`src/rtl/i2cm_pkg.sv`:
```
// shared types and constants of the i2c bit-level master
// command codes, classified command items, engine phases and result items
// no dependencies
package i2cm_pkg;

  // operation codes on the input port
  localparam logic [2:0] OP_NONE  = 3'd0;
  localparam logic [2:0] OP_START = 3'd1;
  localparam logic [2:0] OP_STOP  = 3'd2;
  localparam logic [2:0] OP_WRITE = 3'd3;
  localparam logic [2:0] OP_READ  = 3'd4;

  // reset value of the half-period register
  localparam logic [15:0] HALF_PERIOD_RESET = 16'd4;

  // bits in one byte transfer
  localparam logic [3:0] BYTE_BITS = 4'd8;

  // command after classification by the front end
  typedef enum logic [2:0] {
    CMD_NONE,
    CMD_START,
    CMD_STOP,
    CMD_WRITE,
    CMD_READ
  } cmd_t;

  // one classified tick item
  typedef struct packed {
    cmd_t       cmd;
    logic [7:0] tx_byte;
    logic       send_ack;
    logic       sda_in;
  } item_t;

  // one result item
  typedef struct packed {
    logic       scl_out;
    logic       sda_out;
    logic       busy_res;
    logic       done_res;
    logic       nack;
    logic [7:0] rx_byte;
    logic       rejected;
  } res_t;

  // bus sequencer phases
  typedef enum logic [3:0] {
    PH_IDLE,
    PH_ST_REL_SDA,
    PH_ST_REL_SCL,
    PH_ST_SDA_LOW,
    PH_ST_SCL_LOW,
    PH_WR_DATA,
    PH_WR_HIGH,
    PH_WR_ACK_SETUP,
    PH_WR_ACK_HIGH,
    PH_RD_LOW,
    PH_RD_HIGH,
    PH_RD_ACK_SETUP,
    PH_RD_ACK_HIGH,
    PH_SP_WAIT,
    PH_SP_HIGH
  } phase_t;

endpackage

```
`src/rtl/i2cm_front.sv`:
```
// front end: decodes the operation code and queues classified items
// two-entry queue in front of the bus engine
// depends on i2cm_pkg
module i2cm_front import i2cm_pkg::*; (
  input  logic       clk,
  input  logic       rst,
  input  logic       push,
  output logic       full,
  input  logic [2:0] operation,
  input  logic [7:0] tx_byte,
  input  logic       send_ack,
  input  logic       sda_in,
  output logic       item_valid,
  output item_t      item,
  input  logic       item_take
);

  item_t      entries [2];
  logic       wr_ptr;
  logic       rd_ptr;
  logic [1:0] count;
  cmd_t       cmd_dec;
  logic       do_push;
  logic       do_pop;

  // classify the operation, unknown codes act as no command
  always_comb begin
    unique case (operation)
      OP_START: cmd_dec = CMD_START;
      OP_STOP:  cmd_dec = CMD_STOP;
      OP_WRITE: cmd_dec = CMD_WRITE;
      OP_READ:  cmd_dec = CMD_READ;
      default:  cmd_dec = CMD_NONE;
    endcase
  end

  assign full       = (count == 2'd2);
  assign item_valid = (count != 2'd0);
  assign do_push    = push && !full;
  assign do_pop     = item_take && item_valid;
  assign item       = entries[rd_ptr];

  // queue storage
  always_ff @(posedge clk) begin
    if (do_push) begin
      entries[wr_ptr] <= '{cmd: cmd_dec, tx_byte: tx_byte, send_ack: send_ack,
                           sda_in: sda_in};
    end
  end

  // queue pointers and fill count
  always_ff @(posedge clk) begin
    if (rst) begin
      wr_ptr <= 1'b0;
      rd_ptr <= 1'b0;
      count  <= 2'd0;
    end else begin
      if (do_push) begin
        wr_ptr <= ~wr_ptr;
      end
      if (do_pop) begin
        rd_ptr <= ~rd_ptr;
      end
      if (do_push && !do_pop) begin
        count <= count + 2'd1;
      end else if (do_pop && !do_push) begin
        count <= count - 2'd1;
      end
    end
  end

endmodule

```
`src/rtl/i2cm_engine.sv`:
```
// back end: bus sequencer that runs one tick item per transfer
// drives scl and sda levels, shifts bytes, samples acknowledge
// depends on i2cm_pkg
module i2cm_engine import i2cm_pkg::*; (
  input  logic        clk,
  input  logic        rst,
  input  logic        cfg_write,
  input  logic [15:0] cfg_data,
  input  logic        fire,
  input  item_t       item,
  output res_t        res
);

  logic [15:0] half_period;
  phase_t      phase;
  phase_t      phase_next;
  logic [3:0]  bit_count;
  logic [3:0]  bit_count_next;
  logic [7:0]  shift_reg;
  logic [7:0]  shift_reg_next;
  logic [15:0] delay_count;
  logic [15:0] delay_count_next;
  logic        scl_level;
  logic        scl_level_next;
  logic        sda_level;
  logic        sda_level_next;
  logic        ack_choice;
  logic        ack_choice_next;
  logic        nack_flag;
  logic        nack_flag_next;
  logic [7:0]  rx_hold;
  logic [7:0]  rx_hold_next;
  logic        done;

  logic [15:0] limit;
  logic [16:0] cnt;
  logic        step;
  logic        busy;
  logic [3:0]  bit_inc;

  // delay step timing
  assign limit   = (half_period == 16'd0) ? 16'd1 : half_period;
  assign cnt     = {1'b0, delay_count} + 17'd1;
  assign step    = (cnt >= {1'b0, limit});
  assign busy    = (phase != PH_IDLE);
  assign bit_inc = bit_count + 4'd1;

  // next phase
  always_comb begin
    phase_next = phase;
    if (busy) begin
      if (step) begin
        unique case (phase)
          PH_ST_REL_SDA:   phase_next = PH_ST_REL_SCL;
          PH_ST_REL_SCL:   phase_next = PH_ST_SDA_LOW;
          PH_ST_SDA_LOW:   phase_next = PH_ST_SCL_LOW;
          PH_ST_SCL_LOW:   phase_next = PH_WR_DATA;
          PH_WR_DATA:      phase_next = PH_WR_HIGH;
          PH_WR_HIGH:      phase_next = (bit_inc < BYTE_BITS) ? PH_WR_DATA : PH_WR_ACK_SETUP;
          PH_WR_ACK_SETUP: phase_next = PH_WR_ACK_HIGH;
          PH_WR_ACK_HIGH:  phase_next = PH_IDLE;
          PH_RD_LOW:       phase_next = PH_RD_HIGH;
          PH_RD_HIGH:      phase_next = (bit_inc < BYTE_BITS) ? PH_RD_LOW : PH_RD_ACK_SETUP;
          PH_RD_ACK_SETUP: phase_next = PH_RD_ACK_HIGH;
          PH_RD_ACK_HIGH:  phase_next = PH_IDLE;
          PH_SP_WAIT:      phase_next = PH_SP_HIGH;
          PH_SP_HIGH:      phase_next = PH_IDLE;
          default:         phase_next = PH_IDLE;
        endcase
      end
    end else begin
      unique case (item.cmd)
        CMD_START: phase_next = PH_ST_REL_SDA;
        CMD_STOP:  phase_next = PH_SP_WAIT;
        CMD_WRITE: phase_next = PH_WR_DATA;
        CMD_READ:  phase_next = PH_RD_LOW;
        default:   phase_next = PH_IDLE;
      endcase
    end
  end

  // pin levels, shifter, counters and flags
  always_comb begin
    bit_count_next   = bit_count;
    shift_reg_next   = shift_reg;
    delay_count_next = delay_count;
    scl_level_next   = scl_level;
    sda_level_next   = sda_level;
    ack_choice_next  = ack_choice;
    nack_flag_next   = nack_flag;
    rx_hold_next     = rx_hold;
    done             = 1'b0;
    if (busy) begin
      if (step) begin
        delay_count_next = 16'd0;
        unique case (phase)
          PH_ST_REL_SDA: scl_level_next = 1'b1;
          PH_ST_REL_SCL: sda_level_next = 1'b0;
          PH_ST_SDA_LOW: scl_level_next = 1'b0;
          PH_ST_SCL_LOW: sda_level_next = shift_reg[7];
          PH_WR_DATA:    scl_level_next = 1'b1;
          PH_WR_HIGH: begin
            scl_level_next = 1'b0;
            shift_reg_next = {shift_reg[6:0], 1'b0};
            bit_count_next = bit_inc;
            sda_level_next = (bit_inc < BYTE_BITS) ? shift_reg[6] : 1'b1;
          end
          PH_WR_ACK_SETUP: scl_level_next = 1'b1;
          PH_WR_ACK_HIGH: begin
            nack_flag_next = item.sda_in;
            scl_level_next = 1'b0;
            sda_level_next = 1'b0;
            done           = 1'b1;
          end
          PH_RD_LOW: scl_level_next = 1'b1;
          PH_RD_HIGH: begin
            shift_reg_next = {shift_reg[6:0], item.sda_in};
            scl_level_next = 1'b0;
            bit_count_next = bit_inc;
            if (!(bit_inc < BYTE_BITS)) begin
              sda_level_next = ~ack_choice;
            end
          end
          PH_RD_ACK_SETUP: scl_level_next = 1'b1;
          PH_RD_ACK_HIGH: begin
            scl_level_next = 1'b0;
            sda_level_next = 1'b0;
            rx_hold_next   = shift_reg;
            done           = 1'b1;
          end
          PH_SP_WAIT: scl_level_next = 1'b1;
          PH_SP_HIGH: begin
            sda_level_next = 1'b1;
            done           = 1'b1;
          end
          default: ;
        endcase
      end else begin
        delay_count_next = cnt[15:0];
      end
    end else if (item.cmd != CMD_NONE) begin
      delay_count_next = 16'd0;
      bit_count_next   = 4'd0;
      unique case (item.cmd)
        CMD_START: begin
          shift_reg_next = item.tx_byte;
          sda_level_next = 1'b1;
        end
        CMD_WRITE: begin
          shift_reg_next = item.tx_byte;
          sda_level_next = item.tx_byte[7];
        end
        CMD_READ: begin
          shift_reg_next  = 8'd0;
          ack_choice_next = item.send_ack;
          sda_level_next  = 1'b1;
        end
        default: ;
      endcase
    end
  end

  // result of this tick
  assign res = '{scl_out: scl_level_next, sda_out: sda_level_next,
                 busy_res: (phase_next != PH_IDLE), done_res: done,
                 nack: nack_flag_next, rx_byte: rx_hold_next,
                 rejected: busy && (item.cmd != CMD_NONE)};

  // delay register
  always_ff @(posedge clk) begin
    if (rst) begin
      half_period <= HALF_PERIOD_RESET;
    end else if (cfg_write) begin
      half_period <= cfg_data;
    end
  end

  // sequencer state
  always_ff @(posedge clk) begin
    if (rst) begin
      phase       <= PH_IDLE;
      bit_count   <= 4'd0;
      shift_reg   <= 8'd0;
      delay_count <= 16'd0;
      scl_level   <= 1'b1;
      sda_level   <= 1'b1;
      ack_choice  <= 1'b0;
      nack_flag   <= 1'b0;
      rx_hold     <= 8'd0;
    end else if (fire) begin
      phase       <= phase_next;
      bit_count   <= bit_count_next;
      shift_reg   <= shift_reg_next;
      delay_count <= delay_count_next;
      scl_level   <= scl_level_next;
      sda_level   <= sda_level_next;
      ack_choice  <= ack_choice_next;
      nack_flag   <= nack_flag_next;
      rx_hold     <= rx_hold_next;
    end
  end

endmodule

```
`src/rtl/i2cm_res_queue.sv`:
```
// result queue between the bus engine and the result port
// two entries, so the engine keeps running while one result waits
// depends on i2cm_pkg
module i2cm_res_queue import i2cm_pkg::*; (
  input  logic clk,
  input  logic rst,
  input  logic wr_en,
  input  res_t wr_res,
  output logic q_full,
  output logic q_empty,
  input  logic rd_en,
  output res_t rd_res
);

  res_t       entries [2];
  logic       wr_ptr;
  logic       rd_ptr;
  logic [1:0] count;
  logic       do_wr;
  logic       do_rd;

  assign q_full  = (count == 2'd2);
  assign q_empty = (count == 2'd0);
  assign do_wr   = wr_en && !q_full;
  assign do_rd   = rd_en && !q_empty;
  assign rd_res  = entries[rd_ptr];

  // queue storage
  always_ff @(posedge clk) begin
    if (do_wr) begin
      entries[wr_ptr] <= wr_res;
    end
  end

  // pointers and fill count
  always_ff @(posedge clk) begin
    if (rst) begin
      wr_ptr <= 1'b0;
      rd_ptr <= 1'b0;
      count  <= 2'd0;
    end else begin
      if (do_wr) begin
        wr_ptr <= ~wr_ptr;
      end
      if (do_rd) begin
        rd_ptr <= ~rd_ptr;
      end
      if (do_wr && !do_rd) begin
        count <= count + 2'd1;
      end else if (do_rd && !do_wr) begin
        count <= count - 2'd1;
      end
    end
  end

endmodule

```
`src/rtl/i2c_bit_level_master_core.sv`:
```
// I2C master bit engine, one pin-sequencer tick per input transfer.
// Input side is a queue: a transfer happens when push is high and full is low.
// Each input item is one tick; operation selects none, start plus address,
// stop, write byte or read byte (with send_ack for the ninth bit), and
// sda_in is the SDA level sampled on that tick.
// Result side is a queue: while empty is low the oldest result is on the
// result ports; a transfer happens when pop is high and empty is low.
// Every input item gives exactly one result item, in order.
// An input transfer is registered in the front queue, then the engine result
// for it is registered into the result queue. Throughput is one item per
// cycle while the result queue is not full, set by the engine sequencer step.
// A stalled receiver fills the 2-entry result queue, then the engine stops
// and the 2-entry input queue fills and raises full.
// The config channel (cfg_valid/cfg_ready/cfg_data) writes the half-period
// tick count; cfg_ready is always high. Write it only while idle.
// Synchronous reset clears both queues, releases SCL and SDA, sets the
// half-period to 4 ticks and clears nack and rx_byte.
// depends on i2cm_pkg, i2cm_front, i2cm_engine, i2cm_res_queue
module i2c_bit_level_master_core import i2cm_pkg::*; (
  input  logic        clk,
  input  logic        rst,
  input  logic        push,
  output logic        full,
  input  logic [2:0]  operation,
  input  logic [7:0]  tx_byte,
  input  logic        send_ack,
  input  logic        sda_in,
  output logic        empty,
  input  logic        pop,
  output logic        scl_out,
  output logic        sda_out,
  output logic        busy_res,
  output logic        done_res,
  output logic        nack,
  output logic [7:0]  rx_byte,
  output logic        rejected,
  input  logic        cfg_valid,
  output logic        cfg_ready,
  input  logic [15:0] cfg_data
);

  item_t item;
  logic  item_valid;
  logic  res_full;
  logic  fire;
  res_t  eng_res;
  res_t  out_res;

  assign cfg_ready = 1'b1;
  assign fire      = item_valid && !res_full;

  // command front end
  i2cm_front u_front (
    .clk        (clk),
    .rst        (rst),
    .push       (push),
    .full       (full),
    .operation  (operation),
    .tx_byte    (tx_byte),
    .send_ack   (send_ack),
    .sda_in     (sda_in),
    .item_valid (item_valid),
    .item       (item),
    .item_take  (fire)
  );

  // bus sequencer
  i2cm_engine u_engine (
    .clk       (clk),
    .rst       (rst),
    .cfg_write (cfg_valid),
    .cfg_data  (cfg_data),
    .fire      (fire),
    .item      (item),
    .res       (eng_res)
  );

  // result queue
  i2cm_res_queue u_res_queue (
    .clk     (clk),
    .rst     (rst),
    .wr_en   (fire),
    .wr_res  (eng_res),
    .q_full  (res_full),
    .q_empty (empty),
    .rd_en   (pop),
    .rd_res  (out_res)
  );

  // result ports
  assign scl_out  = out_res.scl_out;
  assign sda_out  = out_res.sda_out;
  assign busy_res = out_res.busy_res;
  assign done_res = out_res.done_res;
  assign nack     = out_res.nack;
  assign rx_byte  = out_res.rx_byte;
  assign rejected = out_res.rejected;

endmodule
```
`config.mk`:
```
export PLATFORM = sky130hd
export DESIGN_NAME = i2c_bit_level_master_core
export DESIGN_NICKNAME = d
export VERILOG_FILES = /design/src/rtl/i2cm_pkg.sv /design/src/rtl/i2cm_front.sv /design/src/rtl/i2cm_engine.sv /design/src/rtl/i2cm_res_queue.sv /design/src/rtl/i2c_bit_level_master_core.sv
export SDC_FILE = /design/constraint.sdc
export NUM_CORES = 1
export LEC_CHECK = 0
export BUFFER_PORTS_ARGS = -buffer_cell sky130_fd_sc_hd__buf_2
export CAP_MARGIN = 20
export CORE_MARGIN = 2
export CORE_UTILIZATION = 64
export CTS_CLUSTER_SIZE = 12
export DETAILED_ROUTE_END_ITERATION = 6
export PLACE_DENSITY = 0.85
export SYNTH_ARGS = -nofsm -noshare
export SYNTH_HDL_FRONTEND = slang
export SYNTH_SLANG_ARGS = --single-unit
```
`constraint.sdc`:
```
create_clock -name clk -period 7.2 [get_ports clk]
set_input_delay 1.08 -clock clk [delete_from_list [all_inputs] [get_ports clk]]
set_output_delay 1.08 -clock clk [all_outputs]
set_load 0.05 [all_outputs]
```
# Word level (Yosys, flattened, before mapping)
# Memory sizes are Yosys's and may differ from the RTL's. A register that Yosys moved wholly into a read port is not among the register bits.
# Cells that the tools add are included.
classes:
  n_addsub: 6
  order_cmp: 2
  eq_ne: 27
  n_bitwise: 6
  reduce_logical: 38
  mux: 51
op_table:
  columns: ["cell", "n"]
  rows:
  - ["16-bit two-way mux", 4]
  - ["8-bit two-way mux", 6]
  - ["4-bit case mux with 11 select lines", 1]
  - ["8-bit case mux with 2 select lines", 2]
  - ["4-bit == test (second input constant)", 7]
  - ["4-bit two-way mux", 6]
  - ["1-bit two-way mux", 21]
  - ["16-bit by 1-bit adder with 17-bit output (second input constant)", 1]
  - ["17-bit by 16-bit >= comparator with 1-bit output", 1]
  - ["4-bit by 3-bit == test with 1-bit output (second input constant)", 4]
  - ["16-bit logical NOT", 1]
  - ["4-bit case mux with 4 select lines", 1]
  - ["3-bit by 2-bit == test with 1-bit output (second input constant)", 4]
  - ["2-bit two-way mux", 6]
  - ["3-bit case mux with 4 select lines", 1]
  - ["1-bit logical AND", 10]
  - ["4-bit by 2-bit == test with 1-bit output (second input constant)", 2]
  - ["4-bit AND reduction", 2]
  - ["2-bit nonzero test", 4]
  - ["4-bit nonzero test", 2]
  - ["1-bit logical NOT", 7]
  - ["3-bit by 1-bit == test with 1-bit output (second input constant)", 2]
  - ["3-bit == test (second input constant)", 2]
  - ["1-bit inverter", 6]
  - ["other kinds (19)", 27]
word_totals:
  output_inout_bits: 17
  input_bits: 34
  elab_cells: 148
  ram_bits: 54
  n_memories: 2
  ff_bits: 68
memory_table:
  columns: ["memory", "depth", "width", "rd", "rd_clocked_by_memory_dff", "wr", "line", "text"]
  rows:
  - ["u_res_queue.entries", 2, 14, 1, 1, 1, "i2cm_res_queue.sv:15", "res_t entries [2];"]
  - ["u_front.entries", 2, 13, 1, 1, 1, "i2cm_front.sv:18", "item_t entries [2];"]

# Depth between registers and ports, before layout
# Gate-level depths: netlist of run 1.
depth:
  word_depth: 8
  depth_mapped: 16
  mapped_depth_nobuf: 14

# Cells and area by module
# A second synthesis of run 1 with hierarchy kept.
hier_totals:
  hier_cells: 591
  hier_area_um2: 6183.4
modules_own_cells:
  columns: ["mod", "area_per_inst_um2", "seq_area_each_um2", "cells_each", "n_inst"]
  rows:
  - ["i2cm_engine", 3764.9, 1201.2, 452, 1]
  - ["i2cm_res_queue", 1221.2, 940.9, 68, 1]
  - ["i2cm_front", 1172.4, 880.8, 68, 1]
  - ["i2c_bit_level_master_core", 25.0, 0.0, 3, 1]

# Worst setup path after synthesis of run 1
# OpenSTA, ideal clock, no wires.
synth_path:
  path_type: "register to register"
  start: "reg u_engine.delay_count[0]"
  end: "mem u_res_queue.entries[0][11] (netlist bit) (data pin)"
  period_less_slack_ns: 3.354
  t_arrival_ns: 3.082
  path_buffers: 1
  stages_incl_launch_ff: 15
  required_ns: 6.928
  setup_time_ns: 0.272
  slack_ns: 3.846
  cell_sequence: "dfxtp_1 ha_1 and3_1 and3_1 nand3_1 xnor2_1 ha_1 nand4_1 or3_1 a311o_1 o211ai_2 buf_4 mux2i_1 and4_1 nand4_1"
synth_lines:
  columns: ["item", "line", "text"]
  rows:
  - ["start, declared", "i2cm_engine.sv:21", "logic [15:0] delay_count;"]
  - ["start signal, assigned", "i2cm_engine.sv:194", "delay_count <= delay_count_next;"]
  - ["end, declared", "i2cm_res_queue.sv:15", null]

# Worst setup path in the final report of run 1
layout_path:
  start: "reg u_engine.delay_count[0]"
  end: "reg u_engine.rx_hold[7]"
layout_between:
  elab_chain_len: 4
layout_rtl:
  columns: ["item", "line", "text"]
  rows:
  - ["16-bit by 1-bit adder with 17-bit output", "i2cm_engine.sv:43", "assign cnt = {1'b0, delay_count} + 17'd1;"]
  - ["17-bit by 16-bit >= comparator with 1-bit output", "i2cm_engine.sv:44", "assign step = (cnt >= {1'b0, limit});"]
  - ["8-bit two-way mux", "i2cm_engine.sv:94", "if (step) begin"]
  - ["8-bit two-way mux", "i2cm_engine.sv:93", "if (busy) begin"]
  - ["end signal, assigned", "i2cm_engine.sv:199", "rx_hold <= rx_hold_next;"]
  - ["end, declared", "i2cm_engine.sv:31", "logic [7:0] rx_hold;"]
# No other way between the ends.
# A chain may end at the register's enable or synchronous reset.

==> reports/qor.txt, run 1 <==
Setup TNS: 0 ns
xor-xnor portion of the synthesized cell area: 3.510%
ANT nets after route: 0
simple logic cell fraction of the synthesized area: 14.46%
root buf cell: clkbuf_8
Comb power frac: 30.9%
layout cells sized above 1: 19.77%
largest net degree at the start of global routing: 68
fin. max-slew vios: 0
Post-route DRC: 0
via/cell ratio: 6.038
wire per inst: 16.17 um
Worst setup EP type: flip-flop
Hold Path Cell Cnt: 2
compound-gate portion of the synthesized area: 12.45%
IO Port Bufs: 49
Yosys top cell area share: 27.08%
worst reg2reg endpoint: u_engine.rx_hold[7]$_SDFFE_PP0P_
I/O pin count: 51
RSZ-0062 raised after global routing: false
Hold Path End: u_engine.ack_choice$_SDFFE_PP0P_
R2R depth: 14
die footprint: 10150 um^2
#FFs+latches synth: 124
cells after synthesis: 566
Clock Power Share: 31.5%
cell chain of the critical path: ha_1, and3_1, and3_1, and2_1, nand4_1, xnor2_1, ha_1, nand4_1, o41ai_1, a41oi_1, o211ai_2, nand4b_1, mux2i_1, nor2_1
Relative slew margins: 33.83%
number of cells upsized or downsized after cts: 0
gr usage total: 24.43%
Worst-Margin Slew: 0.9888 ns
area of the multi-input gates: 2730 um^2
initial antenna violation count: 0
Async S/R FF share, synth: 0%
top_reg_cell synth: dfxtp_1
Pre-Repair DR Iteration Count: 5
slowest cell delay on critical path: 0.63 ns
hpwl dp: 7893 um
total clock buffers created by CTS: 17
Final Critical Period: 4.251 ns
post-layout util: 74.75%
H-tree depth: 4
post-CTS setup buffer count: 0
Critical Path AT: 4.63 ns
Worst VDD drop: 274.9 uV
worst r2r src: u_engine.delay_count[0]$_SDFFE_PP0P_
clk_lat worst skew: 0.52 ns
Flop pwr share: 37.7%
Clock Skew: 0.01022 ns
Chip Height: 100.7 um
Critical Path Start Type: flip-flop
Pwr Total: 2.619 mW
Switch Pwr: 0.9751 mW
biggest regs: u_res_queue.entries: 28 flops, u_front.entries: 26 flops
register area share after synthesis: 50.48%
status: complete, no violations
mux contribution to synthesized area: 10.93%
vias in the first global route: 4120
CP max stage cell: nand4b_1
CTS max path bufs: 2
CORE AREA: 9153 um^2
P_int: 1.644 mW
die width: 100.7 um
filler cell count: 595
Syn. warnings: 0
Layout area overhead: 14.25%
CP required: 7.58 ns
final net count: 663
ANT cells: 0
LEAKAGE: 2.723 nW
cell taking the most area after synthesis: edfxtp_1
Via Count: 4426
Cell variety after synth: 62
CTS tree: done
Largest register FFs: 28
synthesized net count: 620
Cell Rows: 35
wirelength, routed: 11850 um
Final setup viols: 0
Initial Utilization: 65.43%
R2R Setup Slk: 2.95 ns
FMAX: 235.3 MHz
pwr dens: 382.8 nW/um^2
largest cells by area after synthesis: edfxtp_1, dfxtp_1, mux2i_1
# Max-Cap Violations: 0
Mapped Area: 5988 um^2
commonest non-fill, non-tap cell in the layout: nor2_1
clock sink count: 124
syn avg cell area: 10.58 um^2
GRT overflow: 0
CP Class: reg -> reg
number of flops mapped to enable cells by yosys: 54
Post-Synth Adder-Cell Area: 4.179%
Hold Fails Final Rpt: 0
Hold Startpoint: u_engine.ack_choice$_SDFFE_PP0P_
Clk pin slew, worst setup/hold paths: 0.06 ns
min-delay worst type: reg -> reg
sw frac: 37.23%
fin crit share: 59.04%
DR iter-0 viols: 354
most frequent cells in the layout: nor2_1, dfxtp_1, edfxtp_1
main combinational cell family by area after synthesis: simple AND/OR/NAND/NOR gates
first-pass GRT wire length: 19410 um
Largest Register: u_res_queue.entries
Crit Path Max Fanout: 20
FF+latch area: 3023 um^2
Post-CTS Hold Buffers: 0
gp weighted congestion: 0.8330
==> cell type report <==
| cell class | instances | area share, % |
|---|---|---|
| Clock inverter | 14 | 2.323 |
| Inverter | 25 | 1.372 |
| Clock buffer | 18 | 6.108 |
| Sequential cell | 124 | 44.18 |
| Tap cell | 111 | 2.030 |
| Multi-Input combinational cell | 388 | 39.90 |
| Timing Repair Buffer | 53 | 4.078 |
==> cells in the mapped netlist, types with 3 or more instances <==
cell	count
nor2_1	80
dfxtp_1	70
edfxtp_1	54
mux2i_1	35
mux2_2	27
a21oi_1	26
inv_1	25
nand2_1	21
ha_1	20
o21ai_0	18
clkbuf_1	16
nand3_1	15
xnor2_1	15
a22oi_1	11
nor3_1	9
xor2_1	9
a211oi_1	8
and3_1	8
nand4_1	6
buf_2	5
o211ai_1	5
or4_1	5
nand2b_1	4
nand4b_1	4
nor2b_1	4
nor4_1	4
or3_1	4
a211oi_2	3
and2_1	3
buf_1	3
buf_4	3
o31ai_1	3
==> critical path, delay by kind of cell (launching register included) <==
family,cells,cell delay [ns]
muxes,1,0.35
DFF,1,0.40
xor gates and xnor gates,1,0.19
and+or+nand+nor,7,1.61
AOI/OAI and AO/OA,3,1.01
adders and majority gates,2,0.55
==> logic make-up (layout without fill, tap and decap cells) <==
group	Yosys count	after routing
buffers and inverters	54	110
flip-flops	124	124
multiplexers	62	62
AND/OR/NAND/NOR	176	176
XOR/XNOR	24	24
AO/OA/AOI/OAI	105	105
other	1	1
adder cells (fa/ha/maj)	20	20
==> power by group through the flow <==
stage / registers [mW] / logic [mW] / clock network (mW)
after floorplan: 0.938 / 0.669 / 0
after global placement: 0.990 / 0.766 / 0
after detailed placement: 1.00 / 0.788 / 0
after CTS: 0.987 / 0.798 / 0.830
after global routing: 1.00 / 0.878 / 0.863
final: 0.986 / 0.808 / 0.825
==> per-layer routing <==
metal	part of all wire, %	track usage (%)
met3	4.9	6.033
met1	46	32.79
met2	48	38.87
met4	1.2	8.325
met5	0	0
==> how the worst max path moves through the flow <==
stage | from | end | slack, ns | cells past startpoint
final | u_engine.delay_count[0]$_SDFFE_PP0P_ | u_engine.rx_hold[7]$_SDFFE_PP0P_ | 2.95 | 14
after global routing | u_engine.delay_count[0]$_SDFFE_PP0P_ | u_engine.rx_hold[0]$_SDFFE_PP0P_ | 2.63 | 14
after CTS | u_engine.delay_count[0]$_SDFFE_PP0P_ | u_engine.rx_hold[3]$_SDFFE_PP0P_ | 2.99 | 14
after detailed placement | u_engine.delay_count[0]$_SDFFE_PP0P_ | u_engine.rx_hold[3]$_SDFFE_PP0P_ | 3.03 | 14
after global placement | u_engine.delay_count[0]$_SDFFE_PP0P_ | u_engine.rx_hold[3]$_SDFFE_PP0P_ | 3.25 | 14
after floorplan | u_engine.delay_count[0]$_SDFFE_PP0P_ | u_res_queue.entries[0][11]$_DFFE_PP_ | 3.85 | 14
==> stage by stage <==
step	setup slack, ns	area, um^2	hold slack (ns)	instances
6_report	2.949	6842	0.4915	733
4_1_cts	2.991	6830	0.4942	732
5_1_grt	2.628	6842	0.5185	733
2_1_floorplan	3.846	5988	0.4520	566
3_3_place_gp	3.249	6254	0.4663	700
3_5_place_dp	3.034	6254	0.4844	700
Power figures use the tool's default switching activity.
==> inputs of run 2 (changes only) <==
--- a/config.mk
+++ b/config.mk
@@ -8,10 +8,10 @@
 export BUFFER_PORTS_ARGS = -buffer_cell sky130_fd_sc_hd__buf_2
 export CAP_MARGIN = 20
 export CORE_MARGIN = 2
-export CORE_UTILIZATION = 64
+export CORE_UTILIZATION = 60
 export CTS_CLUSTER_SIZE = 12
 export DETAILED_ROUTE_END_ITERATION = 6
-export PLACE_DENSITY = 0.85
+export PLACE_DENSITY = 0.8
 export SYNTH_ARGS = -nofsm -noshare
 export SYNTH_HDL_FRONTEND = slang
 export SYNTH_SLANG_ARGS = --single-unit
==> constraint.sdc (replaced) <==
create_clock -name clk -period 4.06 [get_ports clk]
set_input_delay 0.609 -clock clk [delete_from_list [all_inputs] [get_ports clk]]
set_output_delay 0.609 -clock clk [all_outputs]
set_load 0.05 [all_outputs]
==> run 2 against run 1 <==
Net effect: cell count is 3.7% higher; non-clock buffer count up 5; clock skew shrank 0.0026 ns; largest cell class unchanged; clock-buffer cell count did not move; wire length grew 2.5%; critical path type unchanged; global-route usage fell by 1.2 points; critical path depth stayed put.
==> reports/qor.txt, run 2 (synthesis results as in run 1) <==
final net count: 668
RSZ-0062 raised after global routing: false
Chip Height: 103.9 um
Crit Path Max Fanout: 14
IO Port Bufs: 49
Initial Utilization: 61.55%
post-layout util: 70.95%
met2 routed WL: 5580 um
biggest regs: u_res_queue.entries: 28 flops, u_front.entries: 26 flops
CORE AREA: 9729 um^2
Final Critical Period: 3.898 ns
commonest non-fill, non-tap cell in the layout: nor2_1
Post-CTS Hold Buffers: 0
most frequent cells in the layout: nor2_1, dfxtp_1, edfxtp_1
# Max-Cap Violations: 0
largest net degree at the start of global routing: 39
fin. max-slew vios: 0
gp weighted congestion: 0.9079
root buf cell: clkbuf_8
layout cells sized above 1: 20.41%
fin crit share: 96.00%
wire per inst: 15.99 um
clock sink count: 124
H-tree depth: 4
pwr dens: 668.8 nW/um^2
met3 WL: 869 um
status: complete, no violations
Post-Route M1 WL: 5607 um
GRT overflow: 0
Post-route DRC: 0
Via Count: 4426
Largest Register: u_res_queue.entries
die footprint: 10800 um^2
Setup TNS: 0 ns
Largest register FFs: 28
Clk pin slew, worst setup/hold paths: 0.06 ns
Relative slew margins: 31.94%
Cell Rows: 36
CP Class: reg -> reg
Worst VDD drop: 437.6 uV
CTS max path bufs: 2
wirelength, routed: 12150 um
DR iter-0 viols: 423
die width: 103.9 um
hpwl dp: 8244 um
min-delay worst type: in -> reg
LEAKAGE: 2.734 nW
CP required: 4.28 ns
Final setup viols: 0
via/cell ratio: 5.824
vias in the first global route: 4198
Worst-Margin Slew: 1.017 ns
Critical Path AT: 4.12 ns
I/O pin count: 51
clk_lat worst skew: 0.52 ns
Layout area overhead: 15.27%
ANT cells: 0
total clock buffers created by CTS: 17
Pre-Repair DR Iteration Count: 6
initial antenna violation count: 0
FMAX: 256.6 MHz
CTS tree: done
Hold Fails Final Rpt: 0
Worst setup EP type: flip-flop
gr usage total: 23.26%
Max Used Layer: met4
first-pass GRT wire length: 20290 um
Clock Skew: 0.007571 ns
Critical Path Start Type: flip-flop
ANT nets after route: 0
## run 2: power breakdown
group          internal [mW]  leakage [nW]  switching [mW]
logic                  0.478          1.41           0.963
registers               1.56          1.07           0.189
clock network          0.871         0.257           0.555
## run 2: layout make-up
type / count / area, um^2
Fill cell: 738 / 2826
Tap cell: 133 / 166.4
Clock buffer: 18 / 417.9
Inverter: 25 / 93.84
Clock inverter: 14 / 143.9
Sequential cell: 124 / 3024
Timing Repair Buffer: 58 / 316.6
Multi-Input combinational cell: 388 / 2740
## run 2: critical path, cell delays in order (launching register included)
cell and delay [ns]:
dfxtp_2 0.37, ha_1 0.19, and3_1 0.22, and3_1 0.24, nand3_1 0.14, xnor2_1 0.19
ha_1 0.33, nand4_1 0.19, or3_1 0.40, a311o_1 0.38, o211ai_2 0.10, buf_6 0.20
mux2i_1 0.25, and4_1 0.23, nand4_1 0.16
## run 2: through the flow
stage          instances  setup slack [ns]  instance area (um^2)  total power, mW  hold slack (ns)
2_1_floorplan        566            0.7059                  5988            2.850           0.4520
3_3_place_gp         727            0.3675                  6319            3.140           0.4688
3_5_place_dp         727            0.2460                  6319            3.181           0.4866
4_1_cts              759            0.1625                  6880            4.612           0.2584
5_1_grt              760           0.02396                  6903            4.852           0.2523
6_report             760            0.1624                  6903            4.617           0.2795
## run 2: path summary, 6_finish.rpt
kind / end / cells past startpoint / startpoint / slack (ns)
min reg2reg: u_engine.rx_hold[2]$_SDFFE_PP0P_ / 2 / u_engine.rx_hold[2]$_SDFFE_PP0P_ / 0.50
max: u_res_queue.entries[0][11]$_DFFE_PP_ / 14 / u_engine.delay_count[0]$_SDFFE_PP0P_ / 0.16
max reg2reg: u_res_queue.entries[0][11]$_DFFE_PP_ / 14 / u_engine.delay_count[0]$_SDFFE_PP0P_ / 0.16
min: u_front.entries[1][1]$_DFFE_PP_ / 1 / send_ack / 0.28
## run 2: metal layers
layer	vias to the layer above	track usage [%]
li1	2179	-
met1	2084	33.37
met2	150	35.01
met3	13	5.827
met4	0	6.853
met5	-	0
## run 2: timing repair
action | in CTS | in global routing
endpoints found under the setup margin | 0 | 32
buffers inserted | 0 | 0
gates resized for setup | 0 | 4
